### src/nprs_pkg.sv
// Package for the nearest point to ray search block.
// Holds the word types, register codes and reset constants shared by the front, back and top modules.
// No dependencies.
`timescale 1ns / 1ps

package nprs_pkg;

    typedef struct packed {
        logic signed [15:0] point_x;
        logic signed [15:0] point_y;
        logic signed [15:0] point_z;
        logic               last_point;
    } point_t;

    typedef struct packed {
        logic        hit;
        logic [7:0]  hit_index;
        logic [35:0] hit_dist_sq;
    } result_t;

    typedef struct packed {
        logic signed [15:0] origin_x;
        logic signed [15:0] origin_y;
        logic signed [15:0] origin_z;
        logic signed [15:0] dir_x;
        logic signed [15:0] dir_y;
        logic signed [15:0] dir_z;
    } ray_cfg_t;

    typedef struct packed {
        logic signed [16:0] d_x;
        logic signed [16:0] d_y;
        logic signed [16:0] d_z;
        logic signed [19:0] t;
        logic               ahead;
        logic               last_point;
        logic [7:0]         index;
    } mid_t;

    localparam logic [2:0] REG_ORIGIN_X = 3'd0;
    localparam logic [2:0] REG_ORIGIN_Y = 3'd1;
    localparam logic [2:0] REG_ORIGIN_Z = 3'd2;
    localparam logic [2:0] REG_DIR_X    = 3'd3;
    localparam logic [2:0] REG_DIR_Y    = 3'd4;
    localparam logic [2:0] REG_DIR_Z    = 3'd5;
    localparam logic [2:0] REG_RADIUS   = 3'd6;

    localparam logic signed [15:0] DIR_Z_RESET  = 16'sd16384;
    localparam logic [35:0]        RADIUS_RESET = 36'd65536;
    localparam logic [35:0]        DIST_MAX     = 36'hF_FFFF_FFFF;

endpackage

### src/nprs_front.sv
// Front end: accepts points, numbers them, forms the offset and the projection t.
// Depends on nprs_pkg; pushes one word per point into the middle queue.
`timescale 1ns / 1ps

module nprs_front #(
    parameter int MAX_POINTS = 256,
    parameter int DEPTH      = 4
) (
    input  logic                        clk,
    input  logic                        rst_n,
    input  logic                        push,
    input  nprs_pkg::point_t            point,
    output logic                        full,
    input  nprs_pkg::ray_cfg_t          ray,
    input  logic [$clog2(DEPTH+1)-1:0]  q_count,
    output logic                        q_push,
    output nprs_pkg::mid_t              q_word
);
    import nprs_pkg::*;

    localparam int CW      = $clog2(DEPTH+1);
    localparam int WRAP_AT = (MAX_POINTS > 256) ? 256 : MAX_POINTS;

    logic               accept;
    logic [CW:0]        occupancy;
    logic [7:0]         count_reg, count_next;

    logic               s1_valid_reg;
    logic signed [16:0] s1_dx_reg, s1_dy_reg, s1_dz_reg;
    logic               s1_last_reg;
    logic [7:0]         s1_index_reg;

    logic               s2_valid_reg;
    logic signed [32:0] s2_px_reg, s2_py_reg, s2_pz_reg;
    logic signed [16:0] s2_dx_reg, s2_dy_reg, s2_dz_reg;
    logic               s2_last_reg;
    logic [7:0]         s2_index_reg;

    logic signed [33:0] dot;

    assign occupancy = {1'b0, q_count} + (CW+1)'(s1_valid_reg) + (CW+1)'(s2_valid_reg);
    assign full      = (occupancy >= (CW+1)'(DEPTH));
    assign accept    = push && !full;

    always_comb
    begin
        count_next = count_reg;
        if (accept)
        begin
            if (point.last_point)
            begin
                count_next = '0;
            end
            else
            begin
                count_next = (count_reg == 8'(WRAP_AT-1)) ? '0 : count_reg + 8'd1;
            end
        end
    end

    always_ff @(posedge clk or negedge rst_n)
    begin
        if (!rst_n)
        begin
            count_reg    <= '0;
            s1_valid_reg <= 1'b0;
            s2_valid_reg <= 1'b0;
        end
        else
        begin
            count_reg    <= count_next;
            s1_valid_reg <= accept;
            s2_valid_reg <= s1_valid_reg;
        end
    end

    always_ff @(posedge clk)
    begin
        s1_dx_reg    <= $signed({point.point_x[15], point.point_x})
                      - $signed({ray.origin_x[15], ray.origin_x});
        s1_dy_reg    <= $signed({point.point_y[15], point.point_y})
                      - $signed({ray.origin_y[15], ray.origin_y});
        s1_dz_reg    <= $signed({point.point_z[15], point.point_z})
                      - $signed({ray.origin_z[15], ray.origin_z});
        s1_last_reg  <= point.last_point;
        s1_index_reg <= count_reg;

        s2_px_reg    <= s1_dx_reg * ray.dir_x;
        s2_py_reg    <= s1_dy_reg * ray.dir_y;
        s2_pz_reg    <= s1_dz_reg * ray.dir_z;
        s2_dx_reg    <= s1_dx_reg;
        s2_dy_reg    <= s1_dy_reg;
        s2_dz_reg    <= s1_dz_reg;
        s2_last_reg  <= s1_last_reg;
        s2_index_reg <= s1_index_reg;
    end

    // floor(dot / 2^14) by arithmetic shift
    assign dot = 34'(s2_px_reg) + 34'(s2_py_reg) + 34'(s2_pz_reg);

    always_comb
    begin
        q_word.d_x        = s2_dx_reg;
        q_word.d_y        = s2_dy_reg;
        q_word.d_z        = s2_dz_reg;
        q_word.t          = dot[33:14];
        q_word.ahead      = !dot[33];
        q_word.last_point = s2_last_reg;
        q_word.index      = s2_index_reg;
    end

    assign q_push = s2_valid_reg;

endmodule

### config.mk
export PLATFORM = sky130hd
export DESIGN_NAME = nprs_front
export DESIGN_NICKNAME = d
export VERILOG_FILES = /design/src/nprs_pkg.sv /design/src/nprs_front.sv
export SDC_FILE = /design/constraint.sdc
export NUM_CORES = 2
export LEC_CHECK = 0
export ABC_CLOCK_PERIOD_IN_PS = 7000
export BUFFER_PORTS_ARGS = -buffer_cell sky130_fd_sc_hd__buf_2
export CORE_ASPECT_RATIO = 0.8
export CORE_MARGIN = 8
export CORE_UTILIZATION = 64
export DETAILED_ROUTE_END_ITERATION = 7
export PLACE_DENSITY = 0.83
export SETUP_SLACK_MARGIN = 0.3
export SLEW_MARGIN = 25
export SYNTH_ARGS = -nofsm -noshare
export SYNTH_HDL_FRONTEND = slang
export SYNTH_SLANG_ARGS = --single-unit
### constraint.sdc
create_clock -name clk -period 7 [get_ports clk]
set_input_delay 1.05 -clock clk [delete_from_list [all_inputs] [get_ports clk]]
set_output_delay 1.05 -clock clk [all_outputs]
set_load 0.1 [all_outputs]
# ---- Yosys cells after proc, flatten, opt, wreduce, memory -nomap -nowiden
# Cells that the tools add are included.
dict set report op_classes {
  n_addsub 8
  multipliers 3
  order_cmp 1
  n_eq_ne 1
  n_mux 2
  reduce_logical 3
}
# cell n
set op_table {}
lappend op_table {{multiplier 17 x 16 -> 33 bit} 3}
lappend op_table {{subtractor 16 x 16 -> 17 bit} 3}
lappend op_table {{adder 33 x 33 -> 34 bit} 1}
lappend op_table {{adder 34 x 33 -> 34 bit} 1}
lappend op_table {{2-to-1 mux 8 bit} 2}
lappend op_table {{adder 8 x 1 -> 8 bit (second input constant)} 1}
lappend op_table {{equality test 8 bit (second input constant)} 1}
lappend op_table {{adder 3 x 1 -> 4 bit} 1}
lappend op_table {{adder 4 x 1 -> 4 bit} 1}
lappend op_table {{greater-or-equal comparator 4 x 3 -> 1 bit (second input constant)} 1}
lappend op_table {{zero test 1 bit} 2}
lappend op_table {{logical AND 1 bit} 1}
dict set report word_totals {
  reg_bits 229
  in_bits 151
  out_inout_bits 83
}

# ---- Logic depth before layout (Yosys ltp)
dict set report logic_depth {
  word_depth 5
  ltp_mapped 24
}

# ---- Worst setup path after synthesis
# Ideal clock, no wire load.
dict set report synth_timing {
  path_type {input -> register}
  from {input ray[17] (netlist bit)}
  to {register s2_py_reg[32]}
  setup_ps 121
  arrival_ps 6721
  required_ps 6879
  slack_ps 158
  cell_stages 21
  cell_sequence {clkbuf_1 -> nand2_1 -> inv_1 -> fa_1 -> fa_1 -> fa_1 -> fa_1 -> fa_1 -> inv_1 -> fa_1 -> inv_1 -> ha_1 -> clkbuf_1 -> nand4_1 -> nor4b_2 -> nand3_1 -> o31a_1 -> a211oi_1 -> a211oi_2 -> a31oi_1 -> xnor2_1}
}
dict set report synth_via {
  elab_chain_cells 1
}
# item line
set synth_lines {}
lappend synth_lines {{start: declaration} nprs_front.sv:14} ;# input nprs_pkg::ray_cfg_t ray,
lappend synth_lines {{multiplier 17 x 16 -> 33 bit} nprs_front.sv:89} ;# s2_py_reg <= s1_dy_reg * ray.dir_y;
lappend synth_lines {{end signal: assignment} nprs_front.sv:89}
lappend synth_lines {{end: declaration} nprs_front.sv:34} ;# logic signed [32:0] s2_px_reg, s2_py_reg, s2_pz_reg;
# Every way passes these cells.
# A chain may end at the register's enable or synchronous reset.

# ---- Worst setup path in the final report
dict set report layout_timing {
  from {register s1_dx_reg[10]}
  to {register s2_px_reg[27]}
}
dict set report layout_via {
  elab_chain_cells 1
}
# item line
set layout_lines {}
lappend layout_lines {{start: declaration} nprs_front.sv:29} ;# logic signed [16:0] s1_dx_reg, s1_dy_reg, s1_dz_reg;
lappend layout_lines {{start signal: assignment} nprs_front.sv:79} ;# s1_dx_reg <= $signed({point.point_x[15], point.point_x})
lappend layout_lines {{multiplier 17 x 16 -> 33 bit} nprs_front.sv:88} ;# s2_px_reg <= s1_dx_reg * ray.dir_x;
lappend layout_lines {{end signal: assignment} nprs_front.sv:88}
lappend layout_lines {{end: declaration} nprs_front.sv:34}
# Every way passes these cells.

==> flow_summary.ini <==
[clock_tree]
clock-sinks = 229
clock_latency_ns = 0.60
clk_pin_slew_ns = 0.06
cts_tree = built
postCtsHoldBufs = 0
postCtsSetupRepairBufs = 0
root_buffer = clkbuf_16
numCtsBuffers = 26
max-clock-path-buffers = 3
ctsResizeCount = 0
htree_levels = 1

[logic_synthesis]
ys_top_cells_by_count = 1004 x inv_1, 863 x fa_1, 451 x nand2_1
synth_area_leaders = fa_1 43%, dfxtp_1 11%, ha_1 10%, inv_1 9.4%, and2_1 6.2%
synth-seq-area-share = 0.1160
synthFlopType = dfxtp_1
ys_seq_elements = 229
syn_avg_cell_area_um2 = 9.436
synth.most_common_cell = inv_1
synth-async-reset-ratio = 0.04367
synth_top_family_by_area = adder cells
synth_compound_gate_area_share = 0.06774
synth_edf_count = 0
post_synth_fa_ha_maj_area_fraction = 0.5370
yosys_warnings = 0
synth_cell_types = 78
netlist.area_leader.share = 0.4324
synth_simple_gate_area_frac = 0.1396
synthMuxAreaShare = 0
synth_cells = 4234
synthesis.nets = 5582
yosys.area.top_type = fa_1
synth_xor_area_frac = 0.03442
netlist_area_um2 = 39950

[critical_path]
path_max_fanout = 17
startpoint_type = flip-flop
required_ns = 7.47
critPathCaptureType = flip-flop
critPathKind = reg2reg
crit_arrival_ns = 6.96

[timing]
rsz0062_at_grt = no
hold_viol = 0
fin_crit_ns = 6.497
max_slew_margin = 0.4207
max_freq_mhz = 153.9
setup_viol = 0
worstMarginPinSlew_ns = 0.8677
maxSlewViolCount = 0
setup_tns_ns = 0
clock_skew_ns = 0.02088
period_share = 0.9281

[route]
route.final.wire_length_um = 93440
drt_iter0_drc = 2290
viasPerCell = 5.491
wl_per_cell_um = 17.61
drtPass1Iterations = 5
antenna_left = 0
drcViolationCount = 0
vias = 29130

[global_route]
grtUsageTotal = 0.2758
grt_pass1_vias = 31100
antenna_found_initial = 6
grt_pass1_wl_um = 157700
overflow = 0
grt_max_degree = 18

[floorplan]
fp.dieArea_um2 = 70730
rows = 82
die_w_um = 295.3
die_h_um = 239.5
core_um2 = 62170
ioPinCount = 234
initial_core_util = 0.6426

[placement]
place_congestion = 0.9208
io_buffer_count = 233
hpwl_um = 78440

[cells_and_area]
nNetsFinal = 5789
drive_gt1_frac = 0.08249
area_delta_synth_final_pct = 8.070

[run]
max_cap_viol_count = 0

[run_status]
outcome = complete, no violations

[hold_path]
hold_path_class = in2async
[critical path, stage by stage, from the launching register on]
cell and delay [ns]:
dfxtp_1 0.88, nand2_1 0.18, fa_1 0.57, inv_1 0.05
fa_1 0.48, fa_1 0.58, fa_1 0.44, fa_1 0.49
inv_1 0.05, fa_1 0.48, inv_1 0.04, ha_1 0.38
nand2_1 0.17, o311ai_0 0.47, a31oi_2 0.14, o31ai_1 0.48
a21oi_1 0.15, xnor2_1 0.34
[final cells by class]
type / count / area (um2)
fillers: 4637 / 19000
clock inverters: 18 / 281.5
flip-flops and latches: 229 / 4639
clock buffers: 30 / 685.7
well taps: 840 / 1051
inverters: 1004 / 3769
diodes: 4 / 10.01
repair buffers: 294 / 1624
multi-input cells: 2886 / 31120
[worst paths after layout]
check / start / endpoint / slack [ns] / depth (start not counted)
worst min register to register: s1_index_reg[5] / s2_index_reg[5] / 0.33 / 0
worst min-delay path: rst_n / s1_valid_reg / 0.31 / 1
max in group asynchronous: rst_n / count_reg[3] / 6.50 / 1
worst max register to register: s1_dx_reg[10] / s2_px_reg[27] / 0.50 / 17
min in group clk: s1_index_reg[5] / s2_index_reg[5] / 0.33 / 0
worst max-delay path: s1_dx_reg[10] / s2_px_reg[27] / 0.50 / 17
[routing by layer]
layer / up-vias / GRT usage / wire length (um)
li1: 13120 / - / -
met1: 14550 / 0.3882 / 39170
met2: 1288 / 0.4340 / 43070
met3: 172 / 0.06474 / 8906
met4: 0 / 0.06727 / 2283
met5: - / 0 / 0
[per-stage QoR]
| step | hold slack, ns | instances | setup slack [ns] | utilization | area, um2 |
|---|---|---|---|---|---|
| 2_1_floorplan | 0.3096 | 4234 | 0.2974 | - | 39960 |
| 3_3_place_gp | 0.3108 | 5253 | 0.2092 | 0.6787 | 42200 |
| 3_5_place_dp | 0.3121 | 5253 | 0.1051 | 0.6787 | 42200 |
| 4_1_cts | 0.2941 | 5301 | 0.6361 | 0.6942 | 43160 |
| 5_1_grt | 0.3071 | 5305 | 0.3096 | 0.6945 | 43180 |
| 6_report | 0.3081 | 5305 | 0.5033 | 0.6945 | 43180 |
[logic make-up (layout without fill, tap and decap cells)]
kind of cell / count (synthesis) / after routing
other cells: 0 / 4
buf+inv: 1119 / 1346
flops: 229 / 229
xor+xnor: 157 / 157
fa+ha+maj: 1197 / 1197
simple gates: 1139 / 1139
compound gates: 393 / 393
[placed cells by master, fill, tap and decap left out, types with 11 or more instances in the layout]
master	n
a211oi_1	16
a21o_1	42
a21oi_1	105
and2_1	395
and3_1	14
buf_2	233
buf_4	61
clkbuf_16	26
dfxtp_1	215
fa_1	862
ha_1	334
inv_1	1004
nand2_1	451
nand2b_1	24
nand3_1	26
nor2_1	145
nor2b_1	12
nor3_1	37
o21a_1	23
o21ai_0	63
o21ai_1	12
o21bai_1	13
or3_1	11
xnor2_1	119
xor2_1	38
Power is not shown: default switching activity piles up to over one toggle a cycle in this logic, so the estimate is an artifact.
