[src/nprs_fifo.sv]
// Small first-in first-out queue of flip-flop entries.
// Generic width and depth; no package dependency.
`timescale 1ns / 1ps

module nprs_fifo #(
    parameter int WIDTH = 8,
    parameter int DEPTH = 4
) (
    input  logic                         clk,
    input  logic                         rst_n,
    input  logic                         push,
    input  logic [WIDTH-1:0]             wdata,
    input  logic                         pop,
    output logic [WIDTH-1:0]             rdata,
    output logic                         empty,
    output logic [$clog2(DEPTH+1)-1:0]   count
);
    localparam int AW = (DEPTH > 1) ? $clog2(DEPTH) : 1;
    localparam int CW = $clog2(DEPTH+1);

    logic [WIDTH-1:0] mem_reg [DEPTH];
    logic [AW-1:0]    wr_ptr_reg, wr_ptr_next;
    logic [AW-1:0]    rd_ptr_reg, rd_ptr_next;
    logic [CW-1:0]    count_reg, count_next;

    always_comb
    begin
        wr_ptr_next = wr_ptr_reg;
        rd_ptr_next = rd_ptr_reg;
        if (push)
        begin
            wr_ptr_next = (wr_ptr_reg == AW'(DEPTH-1)) ? '0 : wr_ptr_reg + AW'(1);
        end
        if (pop)
        begin
            rd_ptr_next = (rd_ptr_reg == AW'(DEPTH-1)) ? '0 : rd_ptr_reg + AW'(1);
        end
        count_next = count_reg + CW'(push) - CW'(pop);
    end

    always_ff @(posedge clk or negedge rst_n)
    begin
        if (!rst_n)
        begin
            wr_ptr_reg <= '0;
            rd_ptr_reg <= '0;
            count_reg  <= '0;
        end
        else
        begin
            wr_ptr_reg <= wr_ptr_next;
            rd_ptr_reg <= rd_ptr_next;
            count_reg  <= count_next;
        end
    end

    always_ff @(posedge clk)
    begin
        if (push)
        begin
            mem_reg[wr_ptr_reg] <= wdata;
        end
    end

    assign rdata = mem_reg[rd_ptr_reg];
    assign empty = (count_reg == '0);
    assign count = count_reg;

endmodule

[config.mk]
export PLATFORM = sky130hd
export DESIGN_NAME = nprs_fifo
export DESIGN_NICKNAME = d
export VERILOG_FILES = /design/src/nprs_fifo.sv
export SDC_FILE = /design/constraint.sdc
export NUM_CORES = 1
export LEC_CHECK = 0
export BUFFER_PORTS_ARGS = -buffer_cell sky130_fd_sc_hd__buf_2
export CAP_MARGIN = 10
export CORE_ASPECT_RATIO = 0.9
export CORE_MARGIN = 5
export CORE_UTILIZATION = 54
export CTS_CLUSTER_SIZE = 14
export DETAILED_ROUTE_END_ITERATION = 10
export PLACE_DENSITY = 0.76
export SKIP_LAST_GASP = 1
export SLEW_MARGIN = 20
export SYNTH_ARGS = -nofsm -noshare
export SYNTH_HDL_FRONTEND = slang
export SYNTH_SLANG_ARGS = --single-unit
[constraint.sdc]
create_clock -name clk -period 1.9 [get_ports clk]
set_input_delay 0.38 -clock clk [delete_from_list [all_inputs] [get_ports clk]]
set_output_delay 0.38 -clock clk [all_outputs]
set_load 0.03 [all_outputs]
==> Word level (Yosys, flattened, before mapping) <==
Memory sizes are Yosys's and may differ from the RTL's.
Cells that the tools add are included.
Widths: inputs -> output; s select.
{ "op_classes": {"eq_ne": 2, "addsub": 4, "muxes": 4, "reduce_logical": 1} }
{ "ops": {"columns": ["cell", "count"], "rows": [
  ["$add 2x1->2 const B", 2],
  ["$eq 2x2->1 const B", 2],
  ["$mux 2", 2],
  ["$add 3x1->3", 1],
  ["$logic_not 3->1", 1],
  ["$sub 3x1->3", 1],
  ["$mux 1", 2]
]} }
{ "word_totals": {"in_bits": 12, "reg_bits": 7, "mem_count": 1, "wordCells": 15, "ram_bits": 32} }
{ "mem_list": {"columns": ["name", "words", "width", "read_ports", "rd_clocked_by_memory_dff", "wr", "line_no", "rtl"], "rows": [
  ["mem_reg", 4, 8, 1, 0, 1, "21", "logic [WIDTH-1:0] mem_reg [DEPTH];"]
]} }

==> Depth between registers and ports, before layout <==
Gate-level depths: netlist (run 1).
{ "depth": {"depth_word": 2, "mapped_depth": 8} }

==> Worst setup path before layout (run 1) <==
Ideal clock, no wire load.
{ "synth_timing": {"kind": "register to register", "start": "reg count_reg[0] (netlist: count[0])", "end": "reg count_reg[2] (netlist: count[2])", "arrival_time_ps": 1685, "setup_slack_ps": 79, "stages_incl_launch_ff": 9, "path_buffers": 0, "setup_time_ps": 136, "cell_sequence": "dfrtp_1 -> inv_1 -> ha_1 -> inv_1 -> ha_1 -> inv_1 -> fa_1 -> xnor2_1 -> xnor2_1"} }
{ "synth_between": {"elab_chain_len": 2} }
{ "synth_rtl": {"columns": ["item", "line_no", "rtl"], "rows": [
  ["start: declaration", "24", "logic [CW-1:0] count_reg, count_next;"],
  ["start signal: assignment", "53", "count_reg <= count_next;"],
  ["$add 3x1->3", "38", "count_next = count_reg + CW'(push) - CW'(pop);"],
  ["$sub 3x1->3", "38", null],
  ["via count_next[2]", "24", null]
]} }
The timed path passes the listed nets, and every way through them passes these cells.
A chain may end at the register's enable or synchronous reset.

==> Worst setup path after layout (run 1) <==
{ "layout_timing": {"start": "reg rd_ptr_reg[0]", "end": "out rdata[0]"} }
{ "layout_between": {"elab_chain_len": 1} }
{ "layout_rtl": {"columns": ["item", "line_no", "rtl"], "rows": [
  ["start: declaration", "23", "logic [AW-1:0] rd_ptr_reg, rd_ptr_next;"],
  ["start signal: assignment", "52", "rd_ptr_reg <= rd_ptr_next;"],
  ["$mem_v2 4x8", null, null],
  ["end: declaration", "14", "output logic [WIDTH-1:0] rdata,"]
]} }
Every way passes these cells.

==> out/results.txt, run 1 <==
The measured slew at the worst slew-check pin was 0.473 ns; the net count after synthesis was 97. The number of DRC markers after the initial detailed-route iteration is 44. Setup violations remaining at the end of the flow were counted as 8. Setup repair after global routing could not meet its margin everywhere. The post-route fraction of the period consumed by the critical path came out at 1.04. The count of endpoints failing hold in the final timing report was 0. The total overflow left after global routing is 0. The tools report the initial antenna violation count as 0. The run gives 2.50 mm as the total wire length after detailed routing. The via count of the first global-routing pass is 817, and the total power draw is 2900 µW. After clock tree synthesis, the clock-pin slew on the worst setup and hold paths is 0.11 ns. TritonCTS built the clock tree. Detailed placement finished with a half-perimeter wire length of 1.76 mm. The share of post-route cells with drive strength above 1 is 0.387.

Yosys printed 0 warnings. The max-slew violation total from the final report is 0. The cell count of the worst reg-to-reg path works out to 8. Entering global routing, the biggest net connects 12 pins. The tools report the total number of vias as 760. The count of buffer and inverter cells on the critical path came out at 2. The largest individual stage delay along the critical path comes from the cell sky130_fd_sc_hd__mux4_2. The final reports fail on setup timing. Counting flops and latches in the post-synthesis netlist gives 39. The worst-case setup margin in the final layout is -0.0723 ns, and the chip height is 61.0 µm. Leaving out fill and tap cells, the most frequent cells in the layout are sky130_fd_sc_hd__edfxtp_1 (32), sky130_fd_sc_hd__buf_2 (15), sky130_fd_sc_hd__mux4_2 (8), sky130_fd_sc_hd__buf_6 (8).

The clock drives 39 sinks. Buffers inserted during clock tree synthesis total 5. The worst slew slack as a fraction of its limit is 0.685, and the placeable core region is 2750 µm². The worst ir drop on vdd came out at 0.804 mV. The run finished, with violations left.

After detailed placement, the total cell area comes to 1730 µm². The first global-routing pass estimated 4.20 mm of wire. Ranked by total cell area, the synthesized netlist is headed by sky130_fd_sc_hd__edfxtp_1 (62%), sky130_fd_sc_hd__mux4_2 (12%), sky130_fd_sc_hd__dfrtp_1 (11%).

For this design the static power due to leakage is 0.000713 µW. Synthesis produced a netlist whose cell count is 77. After synthesis, the netlist uses 16 different library cells. The tools report the effective utilization at floorplan as 0.567.

Before CTS, the worst setup slack after placement is 0.0976 ns. The worst setup path is captured at an output port. The summed area of non-filler cells in the final layout was 1850 µm²; the flip-flop count of the largest register after layout was 32. For the H-tree depth reported by CTS, the log shows 2.

The family with the most delay on the worst path is multiplexers. For this run, the detailed router's first-pass iteration total came to 4. Data arrives at the worst endpoint at 1.59 ns.

The remaining antenna violation count after routing was 0. The overall fraction of global-route tracks in use came out at 0.155. In this run the clock root is driven by a sky130_fd_sc_hd__clkbuf_4.

The critical path is of the reg -> out type. In the routed layout, each cell is associated on average with a via count of 5.03. The count of cell instances traversed by the critical path is 3.

The number of stages on the worst hold path came out at 1. After floorplanning, the core was divided into 18 placement rows. The die is 66.6 µm wide. The maximum fanout count along the critical path works out to 3. The setup total negative slack is -0.342 ns. Compared with the post-synthesis result, the final layout area differs by 18.5%. The worst min-delay path class was in -> reg. The number of buffers inserted by port buffering was 23. The run gives 0.729 as the sequential fraction of the synthesis area. Fraction of post-synthesis cell area in the top cell type by area: 0.616. In this design, the stage delay of the slowest critical-path cell is 0.50 ns. Clock latency on the worst-skew pair, taken at its later pin, is 0.34 ns. During I/O placement, the number of pins put on the boundary was 24. The floorplan step defined a die boundary enclosing 4060 µm². Maximum clock frequency: 507 MHz.

Walking the worst path, the cells encountered are buf_4 > mux4_2 > buf_4. The required time of the worst setup path was 1.52 ns. The dominant cell type by count on the critical path is sky130_fd_sc_hd__buf_4.

The biggest area consumer among synthesized cells was sky130_fd_sc_hd__edfxtp_1. For the final setup skew, the log shows 0.00494 ns. Final antenna diode count: 0. The synthesized area divided by synthesized cell count is 20.2 µm², and the global placement routability congestion is 0.688. The clock passes through at most 2 buffers.

The minimum clock period after layout is 1.97 ns. After the last flow step, the layout net total stands at 130. Leaving out fill and tap cells, the most frequent cell in the layout is sky130_fd_sc_hd__edfxtp_1. Hold is met by 0.252 ns. STA classifies the critical path startpoint as a register. The power per unit of standard cell area was 1570 nW/µm².

The tool flagged a number of max-cap violations equal to 0. In the routed design, unresolved DRC markers number 0. The detail-routed net length per standard cell came out at 16.6 µm. The netlist area before placement was 1560 µm².
==> path summary, 6_finish.rpt <==
| kind | start | endpoint | slack (ns) |
|---|---|---|---|
| max | rd_ptr_reg[0] | rdata[0] | -0.07 |
| min reg2reg | count[1] | count[2] | 0.58 |
| max reg2reg | count[0] | count[2] | 0.21 |
| min | wdata[7] | mem_reg[2][7] | 0.25 |
| min in group asynchronous | rst_n | count[0] | 0.39 |
| max in group asynchronous | rst_n | count[1] | 1.35 |
==> cells by family (layout without fill, tap and decap cells) <==
group                    Yosys count  count (layout)  synth area share
multiplexers                      10              10             0.130
AND/OR/NAND/NOR                    8               8            0.0297
adder cells (fa/ha/maj)            8               8            0.0690
AO/OA/AOI/OAI                      2               2           0.00642
buffers and inverters              8              42            0.0249
XOR/XNOR                           2               2            0.0112
flip-flops                        39              39             0.729
==> metrics by stage <==
| stage | util | std cells |
|---|---|---|
| after floorplan | - | 77 |
| after global routing | 0.673 | 151 |
| after CTS | 0.673 | 151 |
| final | 0.673 | 151 |
| after detailed placement | 0.630 | 141 |
| after global placement | 0.630 | 141 |
==> layer usage <==
layer,GRT usage,share of wire,vias to the layer above
met5,0,0,-
met4,0.0609,0.018,0
met3,0.0685,0.034,5
met2,0.258,0.53,14
met1,0.177,0.42,382
li1,-,-,359
==> cells in the mapped netlist <==
master / count
sky130_fd_sc_hd__edfxtp_1: 32
sky130_fd_sc_hd__mux4_2: 8
sky130_fd_sc_hd__dfrtp_1: 7
sky130_fd_sc_hd__ha_1: 7
sky130_fd_sc_hd__inv_1: 6
sky130_fd_sc_hd__and2_1: 4
sky130_fd_sc_hd__mux2_2: 2
sky130_fd_sc_hd__o21ai_0: 2
sky130_fd_sc_hd__xnor2_1: 2
sky130_fd_sc_hd__buf_2: 1
sky130_fd_sc_hd__buf_6: 1
sky130_fd_sc_hd__fa_1: 1
sky130_fd_sc_hd__nand2_1: 1
sky130_fd_sc_hd__nor2_1: 1
sky130_fd_sc_hd__nor3_1: 1
sky130_fd_sc_hd__or3b_1: 1
==> report_power, final <==
part	total, µW	internal (µW)	switching (µW)
clock network	392	144	248
logic	1250	588	657
registers	1260	1130	135
total	2900	1860	1040
==> timing repair <==
| action | in CTS | in global routing |
|---|---|---|
| endpoints found under the hold margin | 7 | 0 |
| resized for setup | 16 | 0 |
| hold buffers | 1 | 0 |
| endpoints found under the setup margin | 8 | 8 |
| setup buffers | 1 | 0 |
==> worst register-to-register path, stage by stage (launching register included) <==
cell	delay (ns)
sky130_fd_sc_hd__dfrtp_1	0.39
sky130_fd_sc_hd__inv_1	0.05
sky130_fd_sc_hd__ha_1	0.26
sky130_fd_sc_hd__inv_1	0.05
sky130_fd_sc_hd__ha_1	0.13
sky130_fd_sc_hd__inv_1	0.05
sky130_fd_sc_hd__fa_1	0.37
sky130_fd_sc_hd__xnor2_1	0.19
sky130_fd_sc_hd__xnor2_1	0.13
==> final cells by class <==
class | instances | area (µm²)
tap | 40 | 50.0
clock buffer | 7 | 45.0
multi-input combinational | 30 | 384
sequential | 39 | 1140
inverter | 6 | 22.5
fill | 220 | 900
timing repair buffer | 28 | 205
clock inverter | 1 | 5.00
Power figures use the tool's default switching activity.
==> inputs of run 2 (changes only) <==
==> constraint.sdc (replaced) <==
create_clock -name clk -period 2.17 [get_ports clk]
set_input_delay 0.434 -clock clk [delete_from_list [all_inputs] [get_ports clk]]
set_output_delay 0.434 -clock clk [all_outputs]
set_load 0.03 [all_outputs]
==> out/results.txt, run 2 (synthesized netlist as in run 1, its figures left out) <==
The tools report the leakage power total as 0.000689 µW (-3.4%). For the H-tree depth reported by CTS, the log shows 2 (unchanged). Overall fraction of global-route tracks in use: 0.150 (-0.00439). For the count of endpoints failing hold in the final timing report, the log shows 0 (unchanged). Setup repair after global routing left no endpoint under its margin.

For hold timing, the worst endpoint is mem_reg[0][1]. The count of cell instances traversed by the critical path works out to 2 (-1). Worst-case setup margin in the final layout: 0.106 ns (+0.178 ns). The flip-flop count of the largest register after layout was 32 (unchanged). The cell count of the worst reg-to-reg path works out to 8 (unchanged). Category of the most critical setup path: reg -> out. The number of rows created at floorplan was 18 (unchanged); the register area was 1140 µm² (+0.33%).

The detailed placer's ending HPWL came out at 1.66 mm (-5.8%). The worst ir drop on vdd is 0.647 mV (-20%). The worst register-to-register path begins at count[0]. The remaining antenna violation count after routing came out at 0 (unchanged). The worst slew slack as a fraction of its limit is 0.692 (+0.00751), and the area occupied by multi-input gates is 384 µm² (unchanged). For the maximum number of pins on one net before global-route repair, the log shows 13 (+1). The routed design could run at a clock period as short as 2.06 ns. Effective utilization at floorplan: 0.567 (unchanged). The total wire length after detailed routing was 2.48 mm (-1.0%); the count of buffer and inverter cells on the critical path was 1 (-1). The final antenna diode count was 0 (unchanged). The worst min-delay path class is in -> reg. For this design, the slowest cell found on the critical path is sky130_fd_sc_hd__dfrtp_4. The area of placed instances is 1710 µm² (-1.3%). In the layout the commonest cells are sky130_fd_sc_hd__edfxtp_1 (32), sky130_fd_sc_hd__buf_2 (23), sky130_fd_sc_hd__mux4_2 (8). The highest cell delay on the worst timing path was 0.56 ns (+0.06 ns); the x dimension of the die was 66.6 µm (unchanged). The critical path goes through mux4_2 > buf_2. TritonCTS built the clock tree.

The number of stages on the worst hold path is 1 (unchanged). The logs give 4.14 mm (-1.5%) for the wire length of the first global-routing pass and 24 (unchanged) for the number of top-level design ports. Measured slew at the worst slew-check pin: 0.462 ns (-0.0113 ns). CTS sink count: 39 (unchanged). For the initial antenna violation count, the log shows 0 (unchanged). For the max-slew violation total from the final report, the log shows 0 (unchanged). The run gives 5 (unchanged) as the number of buffers created by CTS. The startpoint identified for the worst hold timing path is wdata[1].

The number of DRC markers after the initial detailed-route iteration is 56 (+27%), and the total number of vias is 754 (-0.79%). The tools report the final setup skew as 0.0129 ns (+0.00799 ns). The area growth from synthesis to final layout was 15.3%. The tools report the total of endpoints with negative setup slack in the final report as 0 (-8). Post-route fraction of the period consumed by the critical path: 0.951. The register-to-register setup slack is 0.52 ns (+0.31 ns). The run finished with clean final reports. Family with the most delay on the worst path: flip-flops. The setup fix buffers added after clock tree synthesis is 0 (-1), and the aggregate global routing overflow is 0 (unchanged).

In this run the critical register-to-register path is captured at count[2]. The number of buffers inserted by port buffering was 23 (unchanged); the detail-routed net length per standard cell was 16.9 µm (+1.7%). The maximum clock frequency is 484 MHz, and the share of post-route cells with drive strength above 1 is 0.383 (-0.00421). For the number of max-cap violations, the log shows 0 (unchanged).

The tools report the worst path arrival time as 1.63 ns (+0.04 ns). The later-pin clock latency in the skew report is 0.35 ns (about the same). The overall die area is 4060 µm² (unchanged), and the via count normalized by instance count is 5.13 (+1.9%). The run gives 1.74 ns (+0.22 ns) as the required time of the worst setup path. The global placement routability congestion came out at 0.641 (-6.9%).

Clock tree synthesis selected as its root buffer the cell sky130_fd_sc_hd__clkbuf_4. The maximum fanout count along the critical path works out to 11 (+8). The power per unit of standard cell area is 1380 nW/µm² (-12%). The chip height works out to 61.0 µm (unchanged). The via count of the first global-routing pass is 807 (-1.2%). For the placeable core region, the log shows 2750 µm² (unchanged). The run gives 0.206 ns (+0.109 ns) as the pre-CTS worst setup slack. The summed area of non-filler cells in the final layout is 1800 µm² (-2.7%), and the clock-pin slew of the registers on the worst-case setup and hold paths is 0.12 ns (about the same).

The filler cell count was 212 (-3.6%); the total power draw was 2480 µW (-14%). The run gives 0 (unchanged) as the detailed-route DRC error count. The count of nets after finishing is 126 (-3.1%). The setup total negative slack came out at 0 ns (+0.342 ns). The library cell used most frequently in the layout, excluding fill and tap cells, is sky130_fd_sc_hd__edfxtp_1. The number of iterations in the first detailed-routing pass was 4 (unchanged). The nature of the critical path startpoint was a register.

STA classifies the critical path endpoint as an output port. The tools report the number of buffers between clock root and the deepest sink as 2 (unchanged).
==> run 2: worst register-to-register path, stage by stage (launching register included) <==
cell and delay (ns):
sky130_fd_sc_hd__dfrtp_1 0.37, sky130_fd_sc_hd__inv_1 0.05, sky130_fd_sc_hd__ha_1 0.26, sky130_fd_sc_hd__inv_1 0.06
sky130_fd_sc_hd__ha_1 0.13, sky130_fd_sc_hd__inv_1 0.05, sky130_fd_sc_hd__fa_1 0.37, sky130_fd_sc_hd__xnor2_1 0.17
sky130_fd_sc_hd__xnor2_1 0.14
==> run 2: timing repair <==
action | 4_1_cts | 5_1_grt
hold endpoints to repair | 7 | 0
pin swaps | 0 | 0
endpoints found under the setup margin | 8 | 7
resized for setup | 1 | 1
hold buffers | 1 | 0
==> run 2: through the flow <==
step,hold slack (ns),utilization,std cells
detailed placement,0.281,0.622,138
floorplan,0.138,-,77
global placement,0.275,0.622,138
global route,0.265,0.654,147
finish,0.297,0.654,147
CTS,0.284,0.653,147
==> run 2: power breakdown <==
group | switching, µW | internal, µW
logic | 506 | 365
clock network | 228 | 237
registers | 156 | 993
total | 890 | 1590
==> run 2: area by class of cell <==
| class | count | area share |
|---|---|---|
| Timing Repair Buffer | 24 | 0.0696 |
| Sequential cell | 39 | 0.634 |
| Tap cell | 40 | 0.0278 |
| Clock inverter | 3 | 0.0216 |
| Multi-Input combinational cell | 30 | 0.214 |
| Clock buffer | 5 | 0.0209 |
| Inverter | 6 | 0.0125 |
==> run 2: worst max path at each step <==
stage	slack [ns]	to	start
after CTS	0.03	rdata[7]	rd_ptr_reg[0]
after floorplan	0.35	count[2]	count[0]
after detailed placement	0.21	rdata[7]	rd_ptr_reg[0]
after global routing	0.03	rdata[2]	rd_ptr_reg[0]
final	0.11	rdata[7]	rd_ptr_reg[0]
after global placement	0.23	rdata[7]	rd_ptr_reg[0]
==> run 2: metal layers <==
layer / up-vias / GRT usage / routed length (µm)
met5: - / 0 / 0
met3: 5 / 0.0648 / 140
met4: 0 / 0.0609 / 42
met1: 383 / 0.192 / 1110
li1: 351 / - / -
met2: 15 / 0.229 / 1190
==> inputs of run 3 (changes only) <==
--- a/config.mk
+++ b/config.mk
@@ -10,9 +10,10 @@
 export CORE_ASPECT_RATIO = 0.9
 export CORE_MARGIN = 5
 export CORE_UTILIZATION = 54
+export CTS_CLUSTER_DIAMETER = 120
 export CTS_CLUSTER_SIZE = 14
 export DETAILED_ROUTE_END_ITERATION = 10
-export PLACE_DENSITY = 0.76
+export PLACE_DENSITY = 0.77
 export SKIP_LAST_GASP = 1
 export SLEW_MARGIN = 20
 export SYNTH_ARGS = -nofsm -noshare
==> out/results.txt, run 3 (synthesized netlist as in run 1, its figures left out) <==
The via count normalized by instance count is 5.07 (-1.2%), and the number of buffers created by CTS is 5 (unchanged). The share of post-route cells with drive strength above 1 is 0.374 (-0.00935), and the x dimension of the die is 66.6 µm (unchanged). The endpoint identified for the worst register-to-register timing path is count[2].

The later-pin clock latency in the skew report was 0.33 ns (-0.02 ns); the pre-CTS worst setup slack was 0.210 ns (+0.00393 ns). For the setup total negative slack, the log shows 0 ns (unchanged). Worst hold path endpoint: mem_reg[0][2].

For the global placement routability congestion, the log shows 0.632 (-1.3%). Final antenna diode count: 0 (unchanged). The number of buffers between clock root and the deepest sink was 2 (unchanged). The leakage power total is 0.000675 µW (-1.9%).

The run gives 4060 µm² (unchanged) as the overall die area. Setup repair after global routing left no endpoint under its margin. The effective utilization at floorplan came out at 0.567 (unchanged).

The worst register-to-register path begins at count[0]. The detail-routed net length per standard cell was 16.3 µm (-3.0%); the minimum clock period after layout was 2.06 ns (-0.00378 ns). The flip-flop count of the largest register after layout was 32 (unchanged); the required time of the worst setup path was 1.74 ns (about the same). The clock-pin slew of the registers on the worst-case setup and hold paths came out at 0.10 ns (-0.02 ns). The logs give 0 (unchanged) for the total of endpoints with negative setup slack in the final report and 0 (unchanged) for the count of endpoints failing hold in the final timing report. Total number of vias: 745 (-1.2%). Relative to the synthesized area, the layout overhead comes to 13.6%. The detailed-route DRC error count came out at 0 (unchanged).

The worst hold path begins at wdata[2]. The number of stages on the worst hold path is 1 (unchanged). Register-to-register setup slack: 0.49 ns (-0.03 ns). The maximum clock frequency is 485 MHz (+0.18%). The run gives 4 (unchanged) as the number of iterations in the first detailed-routing pass. The number of DRC markers after the initial detailed-route iteration is 62 (+11%), and the power per unit of standard cell area is 1330 nW/µm² (-3.9%). The tools report the worst-case setup margin in the final layout as 0.110 ns (+0.00378 ns). TritonCTS built the clock tree. The number of rows created at floorplan was 18 (unchanged); the count of nets after finishing was 126 (unchanged). The cell count of the worst reg-to-reg path came out at 8 (unchanged). The run gives 12 (-1) as the maximum number of pins on one net before global-route repair. Post-route fraction of the period consumed by the critical path: 0.949 (-0.00174).

The remaining antenna violation count after routing is 0 (unchanged). Clock tree synthesis selected as its root buffer the cell sky130_fd_sc_hd__clkbuf_4. The initial antenna violation count was 0 (unchanged); the number of buffers inserted by port buffering was 23 (unchanged). The worst path arrival time is 1.63 ns (about the same), and the measured slew at the worst slew-check pin is 0.441 ns (-0.0203 ns). For the aggregate global routing overflow, the log shows 0 (unchanged).

The nature of the critical path startpoint is a register. For the final setup skew, the log shows 0.00739 ns (-0.00553 ns). The CTS sink count is 39 (unchanged).

The placeable core region was 2750 µm² (unchanged). The maximum fanout count along the critical path is 11 (unchanged), and the number of max-cap violations is 0 (unchanged). The wire length of the first global-routing pass was 4.00 mm (-3.5%).

The logs give 1.68 mm (+1.3%) for the detailed placer's ending HPWL and 825 (+2.2%) for the via count of the first global-routing pass. The max-slew violation total from the final report was 0 (unchanged); the worst ir drop on vdd was 0.618 mV (-4.5%). The chip height came out at 61.0 µm (unchanged).

The logs give 2 (unchanged) for the H-tree depth reported by CTS and 24 (unchanged) for the number of top-level design ports. Overall fraction of global-route tracks in use: 0.149 (-0.00168). The worst setup path is of the reg -> out kind. The library cell used most frequently in the layout, excluding fill and tap cells, is sky130_fd_sc_hd__edfxtp_1. The type of element capturing the critical path was an output port. The run finished with clean final reports.

The worst min-delay path class is in -> reg. The total wire length after detailed routing is 2.40 mm (-3.0%), and the worst slew slack as a fraction of its limit is 0.706 (+0.0135). In the layout the commonest cells are sky130_fd_sc_hd__edfxtp_1 (32), sky130_fd_sc_hd__buf_2 (23), sky130_fd_sc_hd__mux4_2 (8).
==> run 3: cell types whose count changed in the layout (fill, tap and decap cells not counted) <==
cell / previous run / this run
sky130_fd_sc_hd__clkinv_1: 1 / 0
sky130_fd_sc_hd__clkbuf_1: 0 / 2
sky130_fd_sc_hd__bufinv_16: 1 / 0
==> run 3: area by class of cell <==
type / instances / area [µm²]
inverters: 6 / 22.5
repair buffers: 24 / 125
clock inverters: 1 / 5.00
clock buffers: 7 / 45.0
flip-flops and latches: 39 / 1140
fillers: 205 / 976
multi-input cells: 30 / 384
well taps: 40 / 50.0
==> run 3: how the worst max path moves through the flow <==
| stage | start | end | slack [ns] | depth (start not counted) |
|---|---|---|---|---|
| CTS | rd_ptr_reg[0] | rdata[3] | 0.03 | 2 |
| global placement | rd_ptr_reg[0] | rdata[3] | 0.24 | 2 |
| global route | rd_ptr_reg[0] | rdata[3] | 0.04 | 2 |
| floorplan | count[0] | count[2] | 0.35 | 8 |
| finish | rd_ptr_reg[0] | rdata[3] | 0.11 | 2 |
| detailed placement | rd_ptr_reg[0] | rdata[3] | 0.21 | 2 |
==> run 3: repair_timing <==
action                                 4_1_cts  5_1_grt
cloned                                       0        0
endpoints found under the hold margin        7        0
hold buffers                                 1        0
buffers inserted                             0        0
setup endpoints to repair                    8        3
resized for setup                            1        1
==> run 3: layer usage <==
layer | vias up | part of all wire | track usage
li1 | 348 | - | -
met1 | 375 | 0.38 | 0.154
met2 | 17 | 0.55 | 0.257
met3 | 5 | 0.042 | 0.0426
met4 | 0 | 0.027 | 0.113
met5 | - | 0 | 0
==> run 3: worst max-delay path, stage by stage (launching register included) <==
cell and delay (ns):
sky130_fd_sc_hd__dfrtp_4 0.56, sky130_fd_sc_hd__mux4_2 0.54, sky130_fd_sc_hd__buf_2 0.20
==> run 3: through the flow <==
| stage | std cells | power [µW] | cell area [µm²] | hold slack (ns) | util |
|---|---|---|---|---|---|
| floorplan | 77 | 1810 | 1560 | 0.138 | - |
| global placement | 138 | 2000 | 1710 | 0.276 | 0.622 |
| detailed placement | 138 | 2040 | 1710 | 0.278 | 0.622 |
| CTS | 147 | 2390 | 1770 | 0.293 | 0.644 |
| global route | 147 | 2510 | 1770 | 0.289 | 0.645 |
| finish | 147 | 2350 | 1770 | 0.309 | 0.645 |
==> run 3: power by group <==
group / internal [µW] / switching [µW]
sequential: 993 / 151
combinational: 361 / 505
clock: 126 / 215
total: 1480 / 872
